--- config.mk ---
export PLATFORM = sky130hd
export DESIGN_NAME = pbr_front_flat
export DESIGN_NICKNAME = d
export VERILOG_FILES = /design/src/rtl/pbr_pkg.sv /design/src/rtl/pbr_in_if.sv /design/src/rtl/pbr_front.sv /design/src/flat_wrapper.sv
export SDC_FILE = /design/constraint.sdc
export NUM_CORES = 1
export LEC_CHECK = 0
export ABC_AREA = 1
export BUFFER_PORTS_ARGS = -buffer_cell sky130_fd_sc_hd__buf_4
export CORE_ASPECT_RATIO = 0.7
export CORE_UTILIZATION = 52
export DETAILED_ROUTE_END_ITERATION = 8
export PLACE_DENSITY = 0.79
export SLEW_MARGIN = 20
export SYNTH_ARGS = -nofsm -noshare
export SYNTH_HDL_FRONTEND = slang
export SYNTH_SLANG_ARGS = --single-unit
--- constraint.sdc ---
create_clock -name clk -period 4.95 [get_ports clk]
set_clock_uncertainty 0.1 [all_clocks]
set_input_delay 0.99 -clock clk [delete_from_list [all_inputs] [get_ports clk]]
set_output_delay 0.99 -clock clk [all_outputs]
set_load 0.05 [all_outputs]
--- src/rtl/pbr_pkg.sv ---
// shared constants, types and helpers of the packet batching ring
package pbr_pkg;

  localparam int SLOTS       = 3;
  localparam int BUF_BYTES   = 4096;
  localparam int SLOT_W      = $clog2(SLOTS);
  localparam int OFF_W       = $clog2(BUF_BYTES);
  localparam int FILL_W      = OFF_W + 1;
  localparam int MEM_DEPTH   = SLOTS * BUF_BYTES;
  localparam int MEM_AW      = SLOT_W + OFF_W;
  localparam int CHUNK_W     = 13;
  localparam int PLEN_W      = 13;
  localparam int SUM_W       = ((FILL_W > PLEN_W) ? FILL_W : PLEN_W) + 1;
  localparam int CNT_W       = 12;
  localparam int CFG_DW      = 32;

  localparam logic [CNT_W-1:0] COUNT_MAX   = {CNT_W{1'b1}};
  localparam logic [31:0]      GAP_RESET   = 32'd1000;
  localparam logic [CNT_W-1:0] LIMIT_RESET = 12'd300;

  typedef enum logic [1:0] {
    OP_APPEND = 2'd0,
    OP_QUERY  = 2'd1,
    OP_READ   = 2'd2,
    OP_CLEAR  = 2'd3
  } opcode_t;

  typedef enum logic [1:0] {
    ST_NONE     = 2'd0,
    ST_OVERFLOW = 2'd1,
    ST_READY    = 2'd2
  } status_t;

  typedef enum logic {
    CFG_GAP_LIMIT    = 1'b0,
    CFG_PACKET_LIMIT = 1'b1
  } cfg_idx_t;

  typedef struct packed {
    opcode_t     op;
    logic [7:0]  data_byte;
    logic        first;
    logic        last;
    logic [12:0] plen;
    logic [31:0] ts;
    logic [11:0] ridx;
  } req_t;

  typedef struct packed {
    logic              busy;
    logic [SLOT_W-1:0] write_slot;
    logic [SLOT_W-1:0] read_slot;
  } stat_t;

  function automatic logic [SLOT_W-1:0] next_slot(input logic [SLOT_W-1:0] s);
    logic [SLOT_W-1:0] r;
    if (s == SLOT_W'(SLOTS - 1)) begin
      r = '0;
    end else begin
      r = s + 1'b1;
    end
    return r;
  endfunction

endpackage

--- src/rtl/pbr_in_if.sv ---
// request channel of the packet batching ring
interface pbr_in_if;
  logic        valid;
  logic        ready;
  logic [1:0]  opcode;
  logic [7:0]  data_byte;
  logic        packet_first;
  logic        packet_last;
  logic [12:0] packet_length;
  logic [31:0] timestamp;
  logic [11:0] read_index;

  modport source(output valid, opcode, data_byte, packet_first, packet_last,
                 packet_length, timestamp, read_index, input ready);
  modport sink(input valid, opcode, data_byte, packet_first, packet_last,
               packet_length, timestamp, read_index, output ready);
endinterface

--- src/rtl/pbr_front.sv ---
// front end: accepts requests, decodes them and queues them for the core
module pbr_front
  import pbr_pkg::*;
(
  input  logic      clk,
  input  logic      rst_n,
  pbr_in_if.sink    in_ch,
  output req_t      req,
  output logic      req_valid,
  input  logic      req_take
);

  req_t       q_r [2];
  logic       wr_ptr_r, wr_ptr_nxt;
  logic       rd_ptr_r, rd_ptr_nxt;
  logic [1:0] cnt_r, cnt_nxt;
  logic       push;
  logic       pop;
  req_t       dec;

  assign in_ch.ready = (cnt_r != 2'd2);
  assign push        = in_ch.valid && in_ch.ready;
  assign pop         = req_take && (cnt_r != 2'd0);
  assign req_valid   = (cnt_r != 2'd0);
  assign req         = q_r[rd_ptr_r];

  always_comb begin
    dec.op        = opcode_t'(in_ch.opcode);
    dec.data_byte = in_ch.data_byte;
    dec.first     = in_ch.packet_first;
    dec.last      = in_ch.packet_last;
    dec.plen      = in_ch.packet_length;
    dec.ts        = in_ch.timestamp;
    dec.ridx      = in_ch.read_index;
  end

  always_comb begin
    wr_ptr_nxt = push ? ~wr_ptr_r : wr_ptr_r;
    rd_ptr_nxt = pop ? ~rd_ptr_r : rd_ptr_r;
    cnt_nxt    = cnt_r + {1'b0, push} - {1'b0, pop};
  end

  always_ff @(posedge clk) begin
    if (!rst_n) begin
      wr_ptr_r <= 1'b0;
      rd_ptr_r <= 1'b0;
      cnt_r    <= 2'd0;
    end else begin
      wr_ptr_r <= wr_ptr_nxt;
      rd_ptr_r <= rd_ptr_nxt;
      cnt_r    <= cnt_nxt;
    end
  end

  always_ff @(posedge clk) begin
    if (push) begin
      q_r[wr_ptr_r] <= dec;
    end
  end

endmodule

--- src/flat_wrapper.sv ---
// flat-port wrapper written by rule: the top's interface ports become plain ports
module pbr_front_flat import pbr_pkg::*;
  (clk, rst_n, req, req_valid, req_take, in_ch_valid, in_ch_opcode, in_ch_data_byte, in_ch_packet_first, in_ch_packet_last, in_ch_packet_length, in_ch_timestamp, in_ch_read_index, in_ch_ready);
  pbr_in_if in_ch_i ();
  input  logic clk;
  input  logic rst_n;
  output req_t req;
  output logic req_valid;
  input  logic req_take;
  input wire logic [$bits(in_ch_i.valid)-1:0] in_ch_valid;
  input wire logic [$bits(in_ch_i.opcode)-1:0] in_ch_opcode;
  input wire logic [$bits(in_ch_i.data_byte)-1:0] in_ch_data_byte;
  input wire logic [$bits(in_ch_i.packet_first)-1:0] in_ch_packet_first;
  input wire logic [$bits(in_ch_i.packet_last)-1:0] in_ch_packet_last;
  input wire logic [$bits(in_ch_i.packet_length)-1:0] in_ch_packet_length;
  input wire logic [$bits(in_ch_i.timestamp)-1:0] in_ch_timestamp;
  input wire logic [$bits(in_ch_i.read_index)-1:0] in_ch_read_index;
  output wire logic [$bits(in_ch_i.ready)-1:0] in_ch_ready;
  assign in_ch_i.valid = in_ch_valid;
  assign in_ch_i.opcode = in_ch_opcode;
  assign in_ch_i.data_byte = in_ch_data_byte;
  assign in_ch_i.packet_first = in_ch_packet_first;
  assign in_ch_i.packet_last = in_ch_packet_last;
  assign in_ch_i.packet_length = in_ch_packet_length;
  assign in_ch_i.timestamp = in_ch_timestamp;
  assign in_ch_i.read_index = in_ch_read_index;
  assign in_ch_ready = in_ch_i.ready;
  pbr_front u_core (.clk(clk), .rst_n(rst_n), .in_ch(in_ch_i), .req(req), .req_valid(req_valid), .req_take(req_take));
endmodule
=== Word-level counts from Yosys, hierarchy flattened ===
Memory sizes are Yosys's and may differ from the RTL's. A register that Yosys moved wholly into a read port is not among the register bits.
Cells that the tools add are included.

* Bits in registers: 4
* Memory bits (writable): 138
* Input port bits: 73
* Output and inout port bits: 71
* Logic and storage cells: 16
* Memories: 1

* Add/subtract/negate cells: 2
* Equal/unequal tests: 1
* Muxes and demuxes: 4
* Bitwise gates (word level): 2
* Reduce and logical (&&, ||, !) cells: 3

{| class="wikitable"
|+ Memory list
! memory !! words !! width !! read ports !! clocked after Yosys merged registers in !! write ports !! RTL line !! source
|-
| u_core.q_r || 2 || 69 || 1 || 1 || 1 || pbr_front.sv:13 || <nowiki>req_t q_r [2];</nowiki>
|}

{| class="wikitable"
|+ Operators with widths
! kind !! count
|-
| $mux 1 || 4
|-
| $add 2x1->2 || 1
|-
| $logic_and 1x1->1 || 2
|-
| $ne 2x2->1 const B || 1
|-
| $not 1->1 || 2
|-
| $reduce_bool 2->1 || 1
|-
| $sub 2x1->2 || 1
|}

=== Longest topological paths before layout ===
Gate-level depths: netlist of run 1.

* Word-level depth: 4
* Depth in mapped cells: 10
* Gate-level depth less buffers: 10

=== Worst setup path after synthesis of run 1 ===
No wires, ideal clock.

* Path type: input -> register
* From: input in_ch_valid
* To: memory u_core.q_r[0][0] (netlist bit), enable pin
* Setup time: 497 ps
* Data arrival time: 3959 ps
* Path slack: 394 ps
* Stages: 2
* Cells stage by stage: nand2_1 > nor2_1

* Longest elaborated chain between the ends: 3

{| class="wikitable"
|+ RTL lines
! what !! RTL line !! source
|-
| from (decl) || flat_wrapper.sv:10 || <nowiki>input wire logic [$bits(in_ch_i.valid)-1:0] in_ch_valid;</nowiki>
|-
| $logic_and 1x1->1 || pbr_front.sv:22 || <nowiki>assign push = in_ch.valid && in_ch.ready;</nowiki>
|-
| $mux 1 || pbr_front.sv:56 || <nowiki>if (push) begin</nowiki>
|-
| $mux 1 (not written as such) || pbr_front.sv:57 || <nowiki>q_r[wr_ptr_r] <= dec;</nowiki>
|-
| to (decl) || pbr_front.sv:13 ||
|}

No other way between the ends.

==> results of run 1 <==
-- worst min-delay path, stage by stage, from the launching register on --
cell and delay [ps]:
dfxtp_1 370, nor2_1 80, nor2_1 100
-- per-layer routing --
metal,vias up,track usage [%],share of wire (%)
met3,8,8.816,9.0
met5,-,0,0
met2,120,29.72,48
li1,1286,-,-
met4,0,5.322,0.70
met1,1326,23.87,42
-- cells by family after synthesis --
| logic type | Yosys count |
|---|---|
| AO/OA/AOI/OAI | 2 |
| buffers and inverters | 17 |
| flip-flops | 143 |
| multiplexers | 69 |
| adder cells (fa/ha/maj) | 2 |
| AND/OR/NAND/NOR | 20 |
-- synth_stat cells, drive strengths merged --
master / n
edfxtp: 138
mux2: 69
inv: 9
nand2: 9
buf: 8
nor2: 8
dfxtp: 5
nand3: 3
a21oi: 2
ha: 2
-- layout make-up --
class / count / area (um2) / share of cell area (%)
Clock buffer: 21 / 440.4 / 6.300
Clock inverter: 9 / 71.32 / 1.020
Timing Repair Buffer: 145 / 1101 / 15.75
Multi-Input combinational cell: 93 / 935.9 / 13.39
Tap cell: 128 / 160.2 / 2.291
Sequential cell: 143 / 4248 / 60.77
Inverter: 9 / 33.78 / 0.4833
-- metrics by stage --
| stage | std cells | instance area (um2) | hold slack, ps | util (%) |
|---|---|---|---|---|
| floorplan | 253 | 5269 | 367.5 | - |
| global placement | 518 | 6479 | 391.1 | 66.38 |
| detailed placement | 518 | 6479 | 443.3 | 66.38 |
| CTS | 548 | 6990 | 470.0 | 71.63 |
| global route | 548 | 6990 | 529.9 | 71.63 |
| finish | 548 | 6990 | 477.1 | 71.63 |
-- flip-flops by register name (all words and copies together) (netlist names), named ones only --
signal	cells
u_core.cnt_r	2
u_core.q_r	138
u_core.wr_ptr_r	1
u_core.rd_ptr_r	1
-- final timing paths --
kind	from	end	slack, ps	depth (start not counted)
setup / recovery	flip-flop	req[20]	1810	2
hold / removal	u_core.rd_ptr_r	flip-flop	480	2
setup reg to reg	u_core.cnt_r[0]	u_core.q_r[1][34]	2640	5
hold reg to reg	u_core.rd_ptr_r	flip-flop	480	2
-- power by group through the flow --
stage          logic (mW)  clock network, mW  registers, mW
2_1_floorplan        1.09                  0           1.62
3_3_place_gp         1.41                  0           1.68
3_5_place_dp         1.43                  0           1.69
4_1_cts              1.44               1.14           1.67
5_1_grt              1.49               1.18           1.69
6_report             1.43               1.12           1.66
==> load_flow_metrics.sql, run 1 <==
INSERT INTO impl_metrics (metric_group, metric, value, unit) VALUES
('outcome', 'outcome', 'completed', ''),
('floorplan', 'top_level_ports', '144', ''),
('synthesis', 'postSynthNetCount', '328', ''),
('flow_run', 'max-cap-violations', '0', ''),
('cts', 'tritoncts_clock_tree', 'built', ''),
('floorplan', 'die_width', '122.3', 'um'),
('detailed_routing', 'via_total_after_detailed_routing', '2740', ''),
('setup_path', 'crit_type', 'flip-flop to primary output', ''),
('timing', 'setup-violations-final', '0', ''),
('timing', 'setup_slack', '1812', 'ps'),
('cts', 'number_of_clock_buffers_inserted_by_tritoncts', '17', ''),
('timing', 'post-route-period-util', '63.40', '%'),
('setup_path', 'timing.critical_path.buf_inv', '1', ''),
('cts', 'cts.sinks', '143', ''),
('layout', 'area_growth_syn_to_layout', '32.68', '%'),
('timing', 'report.final.slew_viol_count', '0', ''),
('placed_design', 'place_worst_setup_slack', '2100', 'ps'),
('timing', 'timing_worst_slew_pin_value', '1065', 'ps'),
('synthesis', 'synthDistinctLibCells', '13', ''),
('timing', 'grt_setup_unrepaired', 'false', ''),
('cts', 'ctsHtreeMaxLevel', '4', ''),
('timing', 'finalCriticalPeriod', '3138', 'ps'),
('detailed_routing', 'detail_route.wl_per_cell', '17.56', 'um'),
('synthesis', 'postSynthRegisterBits', '143', ''),
('synthesis', 'compound_cell_area_share_of_the_yosys_netlist', '0.1900', '%'),
('global_routing', 'grt_start_max_net_pins', '70', ''),
('synthesis', 'synth-simple-area-share', '1.496', '%'),
('power', 'switchingPower', '1.491', 'mW'),
('layout', 'layout.nets', '484', ''),
('setup_path', 'setup.worst_path.start_class', 'flip-flop', ''),
('detailed_routing', 'finalWirelength', '9.622', 'mm'),
('global_routing', 'gr-usage-all-layers', '18.98', '%'),
('layout', 'drive_gt1_share', '57.62', '%'),
('detailed_routing', 'dr.pass1.iters', '4', ''),
('timing', 'slew-limit-headroom', '28.82', '%'),
('floorplan', 'fp.dieArea', '0.01055', 'mm2'),
('global_routing', 'vias_in_the_first_global_route', '2823', ''),
('placed_design', 'portBuffers', '143', ''),
('synthesis', 'synth_fa_ha_area_share', '0.4749', '%'),
('setup_path', 'critical_path_required', '3860', 'ps'),
('power', 'p_clk_share', '26.5', '%'),
('setup_path', 'critical_path.max_stage_delay', '980', 'ps'),
('cts', 'clockRootBuffer', 'clkbuf_16', ''),
('timing', 'timing.final.hold_violations', '0', ''),
('synthesis', 'yosysWarnings', '0', ''),
('setup_path', 'cp-end-kind', 'primary output', ''),
('layout', 'fillers', '610', ''),
('synthesis', 'synth_top_family_by_area', 'multiplexers', ''),
('cts', 'hold_buffers', '0', ''),
('power', 'peakVddDrop', '453.6', 'uV'),
('layout', 'final_common_cell', 'buf_4', ''),
('power', 'fin_total_pwr', '4.206', 'mW'),
('synthesis', 'syn_avg_cell_area', '20.83', 'um2'),
('synthesis', 'synth_area_leaders', 'edfxtp_1 (79%), mux2_2 (13%), mux2_4 (2.8%)', ''),
('floorplan', 'initial_core_util', '53.99', '%'),
('placed_design', 'detailed_place_hpwl', '6.122', 'mm'),
('worst_hold_path', 'worstHoldPathType', 'flip-flop to flip-flop', ''),
('synthesis', 'synth_area_leader_cell', 'edfxtp_1', ''),
('synthesis', 'synth_xor_area_share', '0', '%'),
('detailed_routing', 'first_iter_violations', '169', ''),
('synthesis', 'syn_area', '0.005269', 'mm2'),
('placed_design', 'gp_congestion', '0.7062', ''),
('synthesis', 'yosysTopAreaCellShare', '78.65', '%'),
('setup_path', 'timing.critical_path.cells', 'mux2_2 > buf_4', ''),
('timing', 'tns', '0', 'ps'),
('global_routing', 'grt_remaining_overflow', '0', ''),
('power', 'p_comb_share', '33.9', '%'),
('power', 'power-per-cell-area', '601.7', 'mW/mm2'),
('global_routing', 'grt_antenna_before_repair', '0', ''),
('global_routing', 'grt_first_pass_wirelength', '14.21', 'mm'),
('cts', 'max-clock-path-buffers', '2', '');
(Power assumes the default switching activity.)
==> inputs of run 2 (changes only) <==
- clock period: 4.95 -> 3.1 ns (I/O delays scaled with it)
==> run 2 against run 1 <==
  * Die area unchanged
  * Sequential share of layout area down 0.96 points
  * Setup slack worse by 1400 ps
  * Via count down 0.62%
  * Clock power up 81%
==> load_flow_metrics.sql, run 2 (synthesis gave the netlist of run 1 again) <==
INSERT INTO impl_metrics (metric_group, metric, value, unit) VALUES
('outcome', 'outcome', 'completed', ''),
('cts', 'cts.sinks', '143', ''),
('cts', 'cts_resized', '0', ''),
('power', 'power.static_leakage', '2.727', 'nW'),
('layout', 'drive_gt1_share', '57.88', '%'),
('layout', 'regMostFlops', 'u_core.q_r', ''),
('detailed_routing', 'route.antenna.remaining_nets', '0', ''),
('layout', 'largest_register_ff_count', '138', ''),
('detailed_routing', 'met2WireLength', '4.492', 'mm'),
('floorplan', 'fp.dieArea', '0.01055', 'mm2'),
('setup_path', 'critical_path.max_stage_delay', '670', 'ps'),
('detailed_routing', 'topmost_layer_with_routed_signal_wires', 'met4', ''),
('placed_design', 'detailed_place_hpwl', '6.196', 'mm'),
('layout', 'final_common_cell', 'buf_4', ''),
('layout', 'most_used_cells_in_the_layout_excluding_fill_and_tap_cells', 'buf_4 (147), edfxtp_1 (138), mux2_2 (59), clkbuf_16 (17), mux2_4 (10)', ''),
('cts', 'tritoncts_clock_tree', 'built', ''),
('layout', 'fillers', '600', ''),
('setup_path', 'critical_path_fanout_max', '35', ''),
('timing', 'setup-violations-final', '0', ''),
('cts', 'max-clock-path-buffers', '2', ''),
('cts', 'clk_latency', '400', 'ps'),
('floorplan', 'die_y', '86.22', 'um'),
('setup_path', 'timing.critical_path.arrival', '1970', 'ps'),
('setup_path', 'critical-path-slowest-cell', 'dfxtp_4', ''),
('global_routing', 'grt_antenna_before_repair', '0', ''),
('floorplan', 'initial_core_util', '53.99', '%'),
('detailed_routing', 'detail_route.wl_per_cell', '17.19', 'um'),
('layout', 'antennaDiodeCount', '0', ''),
('cts', 'clk_transition_reported_paths', '50', 'ps'),
('floorplan', 'top_level_ports', '144', ''),
('detailed_routing', 'drt-vias-per-instance', '4.924', ''),
('cts', 'clockRootBuffer', 'clkbuf_16', ''),
('layout', 'area_growth_syn_to_layout', '34.81', '%'),
('timing', 'achievable-frequency', '0.3718', 'GHz'),
('power', 'power-per-cell-area', '980.1', 'mW/mm2'),
('power', 'peakVddDrop', '738.0', 'uV'),
('detailed_routing', 'wl_met1', '3.955', 'mm'),
('timing', 'tns', '0', 'ps'),
('global_routing', 'grt_first_pass_wirelength', '14.40', 'mm'),
('floorplan', 'core-area', '0.009759', 'mm2'),
('timing', 'grt_setup_unrepaired', 'false', ''),
('timing', 'timing.final.hold_violations', '0', ''),
('floorplan', 'die_width', '122.3', 'um'),
('cts', 'ctsHtreeMaxLevel', '4', ''),
('placed_design', 'gp_congestion', '0.7228', ''),
('setup_path', 'setup.worst_path.start_class', 'flip-flop', ''),
('setup_path', 'timing.critical_path.cells', 'buf_12 > mux2_2 > buf_4', ''),
('detailed_routing', 'wl_met3', '1.005', 'mm'),
('setup_path', 'critical_path_required', '2380', 'ps'),
('layout', 'largest_registers', 'u_core.q_r: 138 flops, u_core.cnt_r: 2 flops', ''),
('detailed_routing', 'via_total_after_detailed_routing', '2723', ''),
('layout', 'register_area', '0.004248', 'mm2'),
('timing', 'finalCriticalPeriod', '2690', 'ps'),
('detailed_routing', 'dr.pass1.iters', '4', ''),
('timing', 'post-route-period-util', '86.76', '%'),
('placed_design', 'portBuffers', '143', ''),
('timing', 'timing_worst_slew_pin_value', '505.5', 'ps'),
('global_routing', 'gr-usage-all-layers', '19.26', '%'),
('setup_path', 'crit_type', 'flip-flop to primary output', ''),
('floorplan', 'rows', '30', ''),
('detailed_routing', 'first_iter_violations', '209', ''),
('timing', 'slew-limit-headroom', '66.30', '%'),
('layout', 'multiInputGateArea', '935.9', 'um2'),
('layout', 'final_cell_count_without_fillers', '553', ''),
('placed_design', 'dp.cells', '521', ''),
('global_routing', 'vias_in_the_first_global_route', '2912', ''),
('layout', 'layout.nets', '487', ''),
('cts', 'number_of_clock_buffers_inserted_by_tritoncts', '17', ''),
('detailed_routing', 'finalWirelength', '9.506', 'mm'),
('flow_run', 'max-cap-violations', '0', ''),
('timing', 'report.final.slew_viol_count', '0', ''),
('cts', 'hold_buffers', '0', ''),
('cts', 'post_cts_setup_repair_bufs', '0', ''),
('setup_path', 'cp-end-kind', 'primary output', ''),
('global_routing', 'grt_start_max_net_pins', '38', ''),
('global_routing', 'grt_remaining_overflow', '0', ''),
('detailed_routing', 'drc_errors', '0', ''),
('worst_hold_path', 'worstHoldPathType', 'input pin to flip-flop', '');
==> run 2: changes by cell type in the layout (fill, tap and decap cells not counted) <==
cell,delta
clkinv_4,+1
clkinv_1,+4
clkinv_2,-4
bufinv_16,+3
clkinvlp_4,+1
clkbuf_1,-3
buf_4,+3
==> run 2: worst max-delay path: cells and delay by family (launching register included) <==
| family | cells | cell delay (ps) |
|---|---|---|
| buffers and inverters | 2 | 490 |
| flip-flops | 1 | 670 |
| multiplexers | 1 | 370 |
==> run 2: final timing paths <==
check | start | endpoint | slack [ps] | depth (start not counted)
max | flip-flop | req[4] | 410 | 3
min | in_ch_opcode[1] | u_core.q_r[1][68] | 290 | 1
max reg2reg | u_core.cnt_r[0] | u_core.q_r[0][61] | 1410 | 5
min reg2reg | u_core.rd_ptr_r | u_core.rd_ptr_r | 410 | 2
==> run 2: layer usage <==
metal	global-route usage, %	vias up
met2	29.57	113
li1	-	1297
met1	23.14	1308
met4	6.430	0
met3	10.66	5
met5	0	-
==> run 2: where the power goes <==
part | leakage [nW] | internal (mW) | switching, mW
logic | 1.11 | 0.783 | 1.54
registers | 1.33 | 2.48 | 0.130
clock network | 0.287 | 1.33 | 0.699
total | 2.73 | 4.59 | 2.37
==> run 2: layout make-up <==
cell class              count  area share (%)
flip-flops and latches    143           59.80
multi-input cells          93           13.18
inverters                   9          0.4756
clock inverters            14           2.431
well taps                 128           2.255
clock buffers              18           6.042
repair buffers            148           15.82
==> run 2: through the flow <==
step	area, um2	worst slack, ps	utilization [%]	hold slack, ps	power (mW)
5_1_grt	7103	314.9	72.78	271.4	7.216
4_1_cts	7103	382.9	72.78	276.3	7.030
2_1_floorplan	5276	285.1	-	367.5	4.311
3_5_place_dp	6501	827.8	66.62	395.8	4.982
6_report	7103	410.4	72.78	294.1	6.962
3_3_place_gp	6501	850.2	66.62	383.4	4.937
